$ cat src/rtl/core/sha1_stream_hasher_assert.svh
// Assertion macros used by the SHA-1 stream hasher top level.
`ifndef SHA1_STREAM_HASHER_ASSERT_SVH
`define SHA1_STREAM_HASHER_ASSERT_SVH

// Consequent must hold in the same cycle as the antecedent.
`define SHA1_ASSERT_SAME(lbl, ante, cons, msg) \
  lbl: assert property (@(posedge clk) disable iff (rst) (ante) |-> (cons)) else $error(msg);

// Consequent must hold in the cycle after the antecedent.
`define SHA1_ASSERT_NEXT(lbl, ante, cons, msg) \
  lbl: assert property (@(posedge clk) disable iff (rst) (ante) |=> (cons)) else $error(msg);

`endif

$ cat src/rtl/core/sha1_pkg.sv
// Types, constants and helper functions shared by the SHA-1 hasher modules.
package sha1_pkg;

  typedef logic [4:0][31:0] chain_t;

  typedef enum logic [2:0] {
    S_IDLE,
    S_PAD,
    S_ROUND,
    S_FOLD,
    S_EMIT
  } state_t;

  typedef enum logic [1:0] {
    STG_CH,
    STG_PAR0,
    STG_MAJ,
    STG_PAR1
  } stage_t;

  typedef struct packed {
    logic       shift_byte;
    logic       shift_word;
    logic [7:0] din;
  } sched_ctrl_t;

  typedef struct packed {
    logic   load;
    logic   step;
    logic   fold;
    logic   restart;
    stage_t stage;
  } comp_ctrl_t;

  localparam chain_t ChainInit = {32'hc3d2e1f0, 32'h10325476, 32'h98badcfe,
                                  32'hefcdab89, 32'h67452301};
  localparam logic [6:0] RoundLast = 7'd79;
  localparam logic [5:0] PosLast   = 6'd63;
  localparam logic [5:0] PosLenLast = 6'd55;
  localparam logic [7:0] PadMark   = 8'h80;
  localparam logic [2:0] DigestWords = 3'd5;

  function automatic logic [31:0] round_k(stage_t s);
    logic [31:0] k;
    unique case (s)
      STG_CH:   k = 32'h5a827999;
      STG_PAR0: k = 32'h6ed9eba1;
      STG_MAJ:  k = 32'h8f1bbcdc;
      STG_PAR1: k = 32'hca62c1d6;
      default:  k = 32'h5a827999;
    endcase
    return k;
  endfunction

  function automatic logic [31:0] rol32(logic [31:0] v, logic [4:0] n);
    logic [63:0] dbl;
    dbl = {v, v} << n;
    return dbl[63:32];
  endfunction

endpackage

$ cat src/rtl/core/sha1_sched.sv
// Block buffer and message schedule: a 512-bit window that takes bytes and then rolls words.
module sha1_sched (
  input  logic                 clk,
  input  sha1_pkg::sched_ctrl_t ctrl,
  output logic [31:0]          w_cur
);
  import sha1_pkg::*;

  logic [511:0] win;
  logic [31:0]  w_new;

  // Word j of the window sits at bits [511-32j -: 32]; the top word is w[i].
  assign w_cur = win[511:480];
  assign w_new = rol32(win[511-32*13 -: 32] ^ win[511-32*8 -: 32] ^
                       win[511-32*2 -: 32] ^ win[511:480], 5'd1);

  always_ff @(posedge clk) begin
    if (ctrl.shift_byte) begin
      win <= {win[503:0], ctrl.din};
    end else if (ctrl.shift_word) begin
      win <= {win[479:0], w_new};
    end
  end

endmodule

$ cat src/rtl/core/sha1_compress.sv
// Chaining words, working variables and the shared SHA-1 round unit.
module sha1_compress (
  input  logic                clk,
  input  logic                rst,
  input  sha1_pkg::comp_ctrl_t ctrl,
  input  logic [31:0]         w_cur,
  output sha1_pkg::chain_t    chain
);
  import sha1_pkg::*;

  chain_t      work;
  logic [31:0] f;
  logic [31:0] t;

  always_comb begin
    unique case (ctrl.stage) inside
      STG_CH:  f = (work[1] & work[2]) | (~work[1] & work[3]);
      STG_MAJ: f = (work[1] & work[2]) | (work[1] & work[3]) | (work[2] & work[3]);
      STG_PAR0, STG_PAR1: f = work[1] ^ work[2] ^ work[3];
      default: f = work[1] ^ work[2] ^ work[3];
    endcase
  end

  assign t = rol32(work[0], 5'd5) + f + work[4] + round_k(ctrl.stage) + w_cur;

  always_ff @(posedge clk) begin
    if (ctrl.load) begin
      work <= chain;
    end else if (ctrl.step) begin
      work[4] <= work[3];
      work[3] <= work[2];
      work[2] <= rol32(work[1], 5'd30);
      work[1] <= work[0];
      work[0] <= t;
    end
  end

  always_ff @(posedge clk) begin
    if (rst) begin
      chain <= ChainInit;
    end else if (ctrl.restart) begin
      chain <= ChainInit;
    end else if (ctrl.fold) begin
      for (int i = 0; i < 5; i++) begin
        chain[i] <= chain[i] + work[i];
      end
    end
  end

endmodule

$ cat src/rtl/core/sha1_stream_hasher.sv
// Top level of the SHA-1 stream hasher: sequencer, padding and digest output.
//
//   channel  | dir | tdata (low bit up)                        | tuser / tlast
//   s_*      | in  | data_byte[7:0]                            | tuser[0] = action
//   m_*      | out | digest_word[31:0], word_index[34:32], pad | tlast = last_word
//
// An absorb byte is shifted into the block buffer; the 64th byte of a block starts the
// rounds and then the fold. A finish pads the block up to its end, compresses it, pads
// and compresses a second block when more than 55 bytes were pending, and then loads
// the digest. Reset is synchronous. s_tready is high only while idle; the digest drains
// from its own register while absorbing goes on, and only a second finish waits for it
// to empty.
`include "sha1_stream_hasher_assert.svh"

module sha1_stream_hasher (
  input  logic        clk,
  input  logic        rst,
  input  logic        s_tvalid,
  output logic        s_tready,
  input  logic [7:0]  s_tdata,   // [7:0] data_byte
  input  logic [0:0]  s_tuser,   // [0] action: 0 absorb, 1 finish
  output logic        m_tvalid,
  input  logic        m_tready,
  output logic [39:0] m_tdata,   // [31:0] digest_word, [34:32] word_index, rest zero
  output logic        m_tlast
);
  import sha1_pkg::*;

  state_t      state;
  state_t      state_next;
  logic [5:0]  pos;
  logic [63:0] msg_bits;
  logic [6:0]  rnd;
  logic        pad_first;
  logic        tail;
  logic        fin_pend;
  logic [2:0]  out_cnt;
  chain_t      out_data;
  chain_t      chain;
  logic [31:0] w_cur;
  logic [7:0]  pad_data;
  logic        in_acc;
  logic        out_acc;
  sched_ctrl_t sc;
  comp_ctrl_t  cc;

  sha1_sched u_sched (
    .clk   (clk),
    .ctrl  (sc),
    .w_cur (w_cur)
  );

  sha1_compress u_compress (
    .clk   (clk),
    .rst   (rst),
    .ctrl  (cc),
    .w_cur (w_cur),
    .chain (chain)
  );

  assign s_tready = (state == S_IDLE);
  assign in_acc   = s_tvalid && s_tready;
  assign m_tvalid = (out_cnt != 3'd0);
  assign out_acc  = m_tvalid && m_tready;
  assign m_tdata  = {5'd0, DigestWords - out_cnt, out_data[0]};
  assign m_tlast  = (out_cnt == 3'd1);

  // Padding byte: the end marker first, then zeros, and in the block that
  // carries the length, its eight bytes most significant first.
  always_comb begin
    if (pad_first) begin
      pad_data = PadMark;
    end else if (tail && (pos[5:3] == 3'b111)) begin
      pad_data = msg_bits[63:56];
    end else begin
      pad_data = 8'h00;
    end
  end

  always_comb begin
    state_next    = state;
    sc.shift_byte = 1'b0;
    sc.shift_word = 1'b0;
    sc.din        = pad_data;
    cc.load       = 1'b0;
    cc.step       = 1'b0;
    cc.fold       = 1'b0;
    cc.restart    = 1'b0;
    if (rnd < 7'd20) begin
      cc.stage = STG_CH;
    end else if (rnd < 7'd40) begin
      cc.stage = STG_PAR0;
    end else if (rnd < 7'd60) begin
      cc.stage = STG_MAJ;
    end else begin
      cc.stage = STG_PAR1;
    end
    unique case (state)
      S_IDLE: begin
        if (in_acc) begin
          if (s_tuser[0]) begin
            state_next = S_PAD;
          end else begin
            sc.shift_byte = 1'b1;
            sc.din        = s_tdata;
            if (pos == PosLast) begin
              cc.load    = 1'b1;
              state_next = S_ROUND;
            end
          end
        end
      end
      S_PAD: begin
        sc.shift_byte = 1'b1;
        if (pos == PosLast) begin
          cc.load    = 1'b1;
          state_next = S_ROUND;
        end
      end
      S_ROUND: begin
        sc.shift_word = 1'b1;
        cc.step       = 1'b1;
        if (rnd == RoundLast) begin
          state_next = S_FOLD;
        end
      end
      S_FOLD: begin
        cc.fold = 1'b1;
        if (!fin_pend) begin
          state_next = S_IDLE;
        end else if (tail) begin
          state_next = S_EMIT;
        end else begin
          state_next = S_PAD;
        end
      end
      S_EMIT: begin
        if (out_cnt == 3'd0) begin
          cc.restart = 1'b1;
          state_next = S_IDLE;
        end
      end
      default: state_next = S_IDLE;
    endcase
  end

  always_ff @(posedge clk) begin
    if (rst) begin
      state     <= S_IDLE;
      pos       <= 6'd0;
      msg_bits  <= 64'd0;
      rnd       <= 7'd0;
      pad_first <= 1'b0;
      tail      <= 1'b0;
      fin_pend  <= 1'b0;
      out_cnt   <= 3'd0;
    end else begin
      state <= state_next;
      if (sc.shift_byte) begin
        pos <= pos + 6'd1;
      end
      if (in_acc && !s_tuser[0]) begin
        msg_bits <= msg_bits + 64'd8;
      end
      if (in_acc && s_tuser[0]) begin
        fin_pend  <= 1'b1;
        pad_first <= 1'b1;
      end
      if (state == S_PAD) begin
        pad_first <= 1'b0;
        if (pad_first) begin
          // The length fits behind the marker only if 55 or fewer bytes were pending.
          tail <= (pos <= PosLenLast);
        end else if (tail && (pos[5:3] == 3'b111)) begin
          msg_bits <= {msg_bits[55:0], 8'h00};
        end
      end
      if (state == S_ROUND) begin
        rnd <= (rnd == RoundLast) ? 7'd0 : rnd + 7'd1;
      end
      if ((state == S_FOLD) && fin_pend && !tail) begin
        tail <= 1'b1;
      end
      if (cc.restart) begin
        fin_pend <= 1'b0;
        tail     <= 1'b0;
        out_cnt  <= DigestWords;
      end else if (out_acc) begin
        out_cnt <= out_cnt - 3'd1;
      end
    end
  end

  always_ff @(posedge clk) begin
    if (cc.restart) begin
      out_data <= chain;
    end else if (out_acc) begin
      out_data <= {32'd0, out_data[4:1]};
    end
  end

  `SHA1_ASSERT_NEXT(a_block_full, in_acc && !s_tuser[0] && (pos == PosLast),
                    state == S_ROUND, "full block did not start compression")
  `SHA1_ASSERT_NEXT(a_round_hold, (state == S_ROUND) && (rnd != RoundLast),
                    state == S_ROUND, "compression left before the last round")
  `SHA1_ASSERT_NEXT(a_emit_load, (state == S_EMIT) && (out_cnt == 3'd0),
                    (out_cnt == DigestWords) && (state == S_IDLE), "digest not loaded")
  `SHA1_ASSERT_SAME(a_len_drained, state == S_EMIT,
                    (msg_bits == 64'd0) && (pos == 6'd0), "length not fully padded")

endmodule
$ cat config.mk
export PLATFORM = sky130hd
export DESIGN_NAME = sha1_stream_hasher
export DESIGN_NICKNAME = d
export VERILOG_FILES = /design/src/rtl/core/sha1_pkg.sv /design/src/rtl/core/sha1_sched.sv /design/src/rtl/core/sha1_compress.sv /design/src/rtl/core/sha1_stream_hasher.sv
export VERILOG_INCLUDE_DIRS = /design/src /design/src/rtl/core
export SDC_FILE = /design/constraint.sdc
export NUM_CORES = 2
export LEC_CHECK = 0
export BUFFER_PORTS_ARGS = -buffer_cell sky130_fd_sc_hd__buf_2
export CAP_MARGIN = 30
export CORE_AREA = 4 4 323 325
export DETAILED_ROUTE_END_ITERATION = 16
export DIE_AREA = 0 0 327 329
export PLACE_DENSITY = 0.74
export REMOVE_ABC_BUFFERS = 1
export SYNTH_ARGS = -nofsm -noshare
export SYNTH_HDL_FRONTEND = slang
export SYNTH_SLANG_ARGS = --single-unit
$ cat constraint.sdc
create_clock -name clk -period 12.68 [get_ports clk]
set_input_delay 0.634 -clock clk [delete_from_list [all_inputs] [get_ports clk]]
set_output_delay 0.634 -clock clk [all_outputs]
set_load 0.005 [all_outputs]
==> reports/metrics.cfg <==
[yosys]
number_of_synthesized_register_bits=1075
synth-edff-count=832
synth_warnings=0
synth.yosys.seq_area_share_pct=51.0
synthMostInstantiatedCell=nand2_1
syn-instance-count=6305
async_flop_share_pct=0
synth_top_area_share_pct=42.7
synth.lib_cells_used.distinct=84
synthTopCellsByArea=edfxtp_1 43%, nand2_1 15%, dfxtp_1 8.3%
syn-cell-area_um2=58600
dominantRegCellSynth=edfxtp_1
synth_commonest_cells=2,356 x nand2_1, 832 x edfxtp_1, 325 x inv_1
synthesis.area_per_instance_um2=9.29
yosys.area.top_type=edfxtp_1

[sta]
rsz0062_at_grt=false
max_freq_mhz=123
post-route-min-period_ns=8.15
timing.final.ws_setup_ns=4.53
min_period_over_period_pct=64.3
timing.max_slew.rel_slack_pct=28.6
setup_viol_count_final=0
setup_total_negative_slack_ns=0
worstMarginPinSlew_ns=1.07
final-max-slew-violation-count=0
fin_worst_skew_ns=0.0696
final_hold_viol_count=0

[pwr]
power_density_nw_per_um2=146
p_leak_nw=26.9
power.total_mw=9.27
vdd_drop_max_mv=0.141

[drt]
routed_via_density=5.72
antenna_violating_nets_post_route=0
routed-via-count=43800
routed_wire_length_per_instance_um=19.4
detailedRoute.firstIterationViolations=4599
drt_pre_antenna_iters=6
detail_route.drc_violations=0
route.final.wire_length_um=149000

[grt]
grt_pass1_vias=41900
grt_remaining_overflow=0
grt_first_pass_wirelength_um=235000
grt_antenna_before_repair=1
grt_usage_pct=27.6
pin_count_of_the_biggest_net_entering_global_routing=251

[clocking]
path_clk_slew_ns=0.06
cts_hold_buffers=0
number_of_buffers_inserted_during_clock_tree_synthesis=114
post_cts_resize_count=0
htree_num_levels=3
cts_sinks=1075
cts.repair_timing.setup_buffer_count=0
clkLatencyLatePin_ns=0.75
max-clock-path-buffers=3
cts.root.buffer_cell=clkbuf_16
clock_tree_from_tritoncts=yes

[die]
die-width_um=327
boundaryPins=56
die-height_um=329
start_util_pct=57.7
rows=117
design.die.area_um2=108000
core_um2=101000

[final_layout]
final_core_util_pct=62.7
final-instance-count-excl-fill=7661
antennaDiodeCount=0
drive_above_1_share_pct=4.94
nFillCells=8376
multi_input_comb_area_um2=26200
regArea_um2=29800
nets=6532
syn_to_final_growth_pct=8.67

[worst_setup_path]
required_ns=13.08
setup.worst_path.end_class=register
worst_setup_path_start_kind=register
timing_worst_setup_path_type=register to register
critical_path_arrival_ns=8.55
cp_max_fo=62

[placement]
placed_cells_incl_taps=7440
dp_hpwl_um=103000
io_buffers=50
place_congestion=0.950
setup_ws_pre_cts_ns=4.71

[run_status]
run_status=finished, final reports clean

[job]
max-cap-violations=0

[worst_hold_path]
hp-class=input pin to register

[critical path, stage by stage, from the launching register on]
cell,delay (ns)
dfxtp_1,0.38
inv_1,0.10
o21ai_0,0.17
o21ai_0,0.13
a221o_2,0.40
buf_4,0.31
inv_1,0.16
ha_1,0.38
clkinv_1,0.85
o22ai_1,0.43
nor2_1,0.06
a21oi_1,0.18
fa_1,0.47
fa_1,0.52
inv_1,0.06
fa_1,0.51
inv_1,0.05
ha_1,0.24
or4_1,0.51
o21ai_0,0.28
o221ai_1,0.28
a21o_1,0.27
a31oi_1,0.28
o211ai_1,0.19
a31oi_1,0.23
xor2_1,0.17
o21ai_0,0.10
[area by class of cell]
| type | instances | area share (%) |
|---|---|---|
| repair buffers | 93 | 1.29 |
| clock buffers | 144 | 4.74 |
| inverters | 326 | 1.92 |
| flip-flops and latches | 1075 | 46.9 |
| multi-input cells | 4581 | 41.2 |
| well taps | 1368 | 2.69 |
| clock inverters | 74 | 1.25 |
[power breakdown]
part	switching [mW]	internal, mW	leakage, nW
Combinational	0.838	0.461	15.1
Clock	1.47	1.92	1.84
Sequential	0.195	4.39	9.88
Total	2.50	6.77	26.9
[worst paths after layout]
kind / from / endpoint / slack (ns) / cells past startpoint
worst max-delay path: rnd[5]$_SDFFE_PP0P_ / u_compress.work[29]$_DFFE_PP_ / 4.53 / 26
worst min-delay path: m_tready / out_cnt[1]$_SDFFE_PP0P_ / 0.18 / 2
worst max register to register: rnd[5]$_SDFFE_PP0P_ / u_compress.work[29]$_DFFE_PP_ / 4.53 / 26
worst min register to register: u_compress.chain[138]$_SDFFE_PP0P_ / u_compress.chain[138]$_SDFFE_PP0P_ / 0.49 / 2
[metal layers]
layer | track usage, % | up-vias | part of all wire (%)
met4 | 10.5 | 0 | 4.0
met5 | 0 | - | 0
met3 | 4.01 | 292 | 6.7
met2 | 44.8 | 1446 | 47
met1 | 38.0 | 21000 | 42
li1 | - | 21100 | -
[logic make-up after synthesis]
logic type	after synthesis	share of synthesized area, %
AOI/OAI and AO/OA	988	10.5
other	1	0.00640
and+or+nand+nor	2919	20.2
buffers and inverters	653	4.45
muxes	41	0.712
adders and majority gates	328	8.61
DFF	1075	51.0
xor gates and xnor gates	300	4.49
[stage by stage]
step	hold slack, ns	cell area, um2
2_1_floorplan	0.448	57200
3_3_place_gp	0.463	59600
3_5_place_dp	0.481	59700
4_1_cts	0.119	63500
5_1_grt	0.162	63600
6_report	0.176	63600
[sequential cells by signal (all words and copies together), names as in the netlist]
signal / cells
u_sched.win: 512
u_compress.chain: 160
u_compress.work: 160
out_data: 128
msg_bits: 61
m_tdata: 32
rnd: 7
pos: 6
out_cnt: 3
state: 3
fin_pend: 1
pad_first: 1
tail: 1
[layout by cell type, fill, tap and decap left out, types with 25 or more instances in the layout]
| cell type | netlist | layout |
|---|---|---|
| a211oi_1 | 72 | 72 |
| a21o_1 | 82 | 82 |
| a21oi_1 | 255 | 255 |
| a31oi_1 | 29 | 29 |
| and2_1 | 44 | 43 |
| buf_2 | 5 | 50 |
| buf_4 | 39 | 28 |
| clkbuf_1 | 253 | 25 |
| clkbuf_16 | 0 | 114 |
| clkinv_1 | 1 | 28 |
| dfxtp_1 | 243 | 243 |
| edfxtp_1 | 832 | 832 |
| fa_1 | 125 | 125 |
| ha_1 | 203 | 203 |
| inv_1 | 325 | 325 |
| mux2i_1 | 36 | 36 |
| nand2_1 | 2356 | 2352 |
| nand3_1 | 83 | 81 |
| nand4_1 | 27 | 27 |
| nor2_1 | 210 | 209 |
| nor2b_1 | 25 | 25 |
| nor3_1 | 43 | 43 |
| o211ai_1 | 57 | 57 |
| o21a_1 | 27 | 26 |
| o21ai_0 | 289 | 289 |
| o22ai_1 | 27 | 27 |
| or3_1 | 25 | 25 |
| xnor2_1 | 191 | 191 |
| xor2_1 | 109 | 109 |
Note: power is estimated with default switching activity, not from simulation.
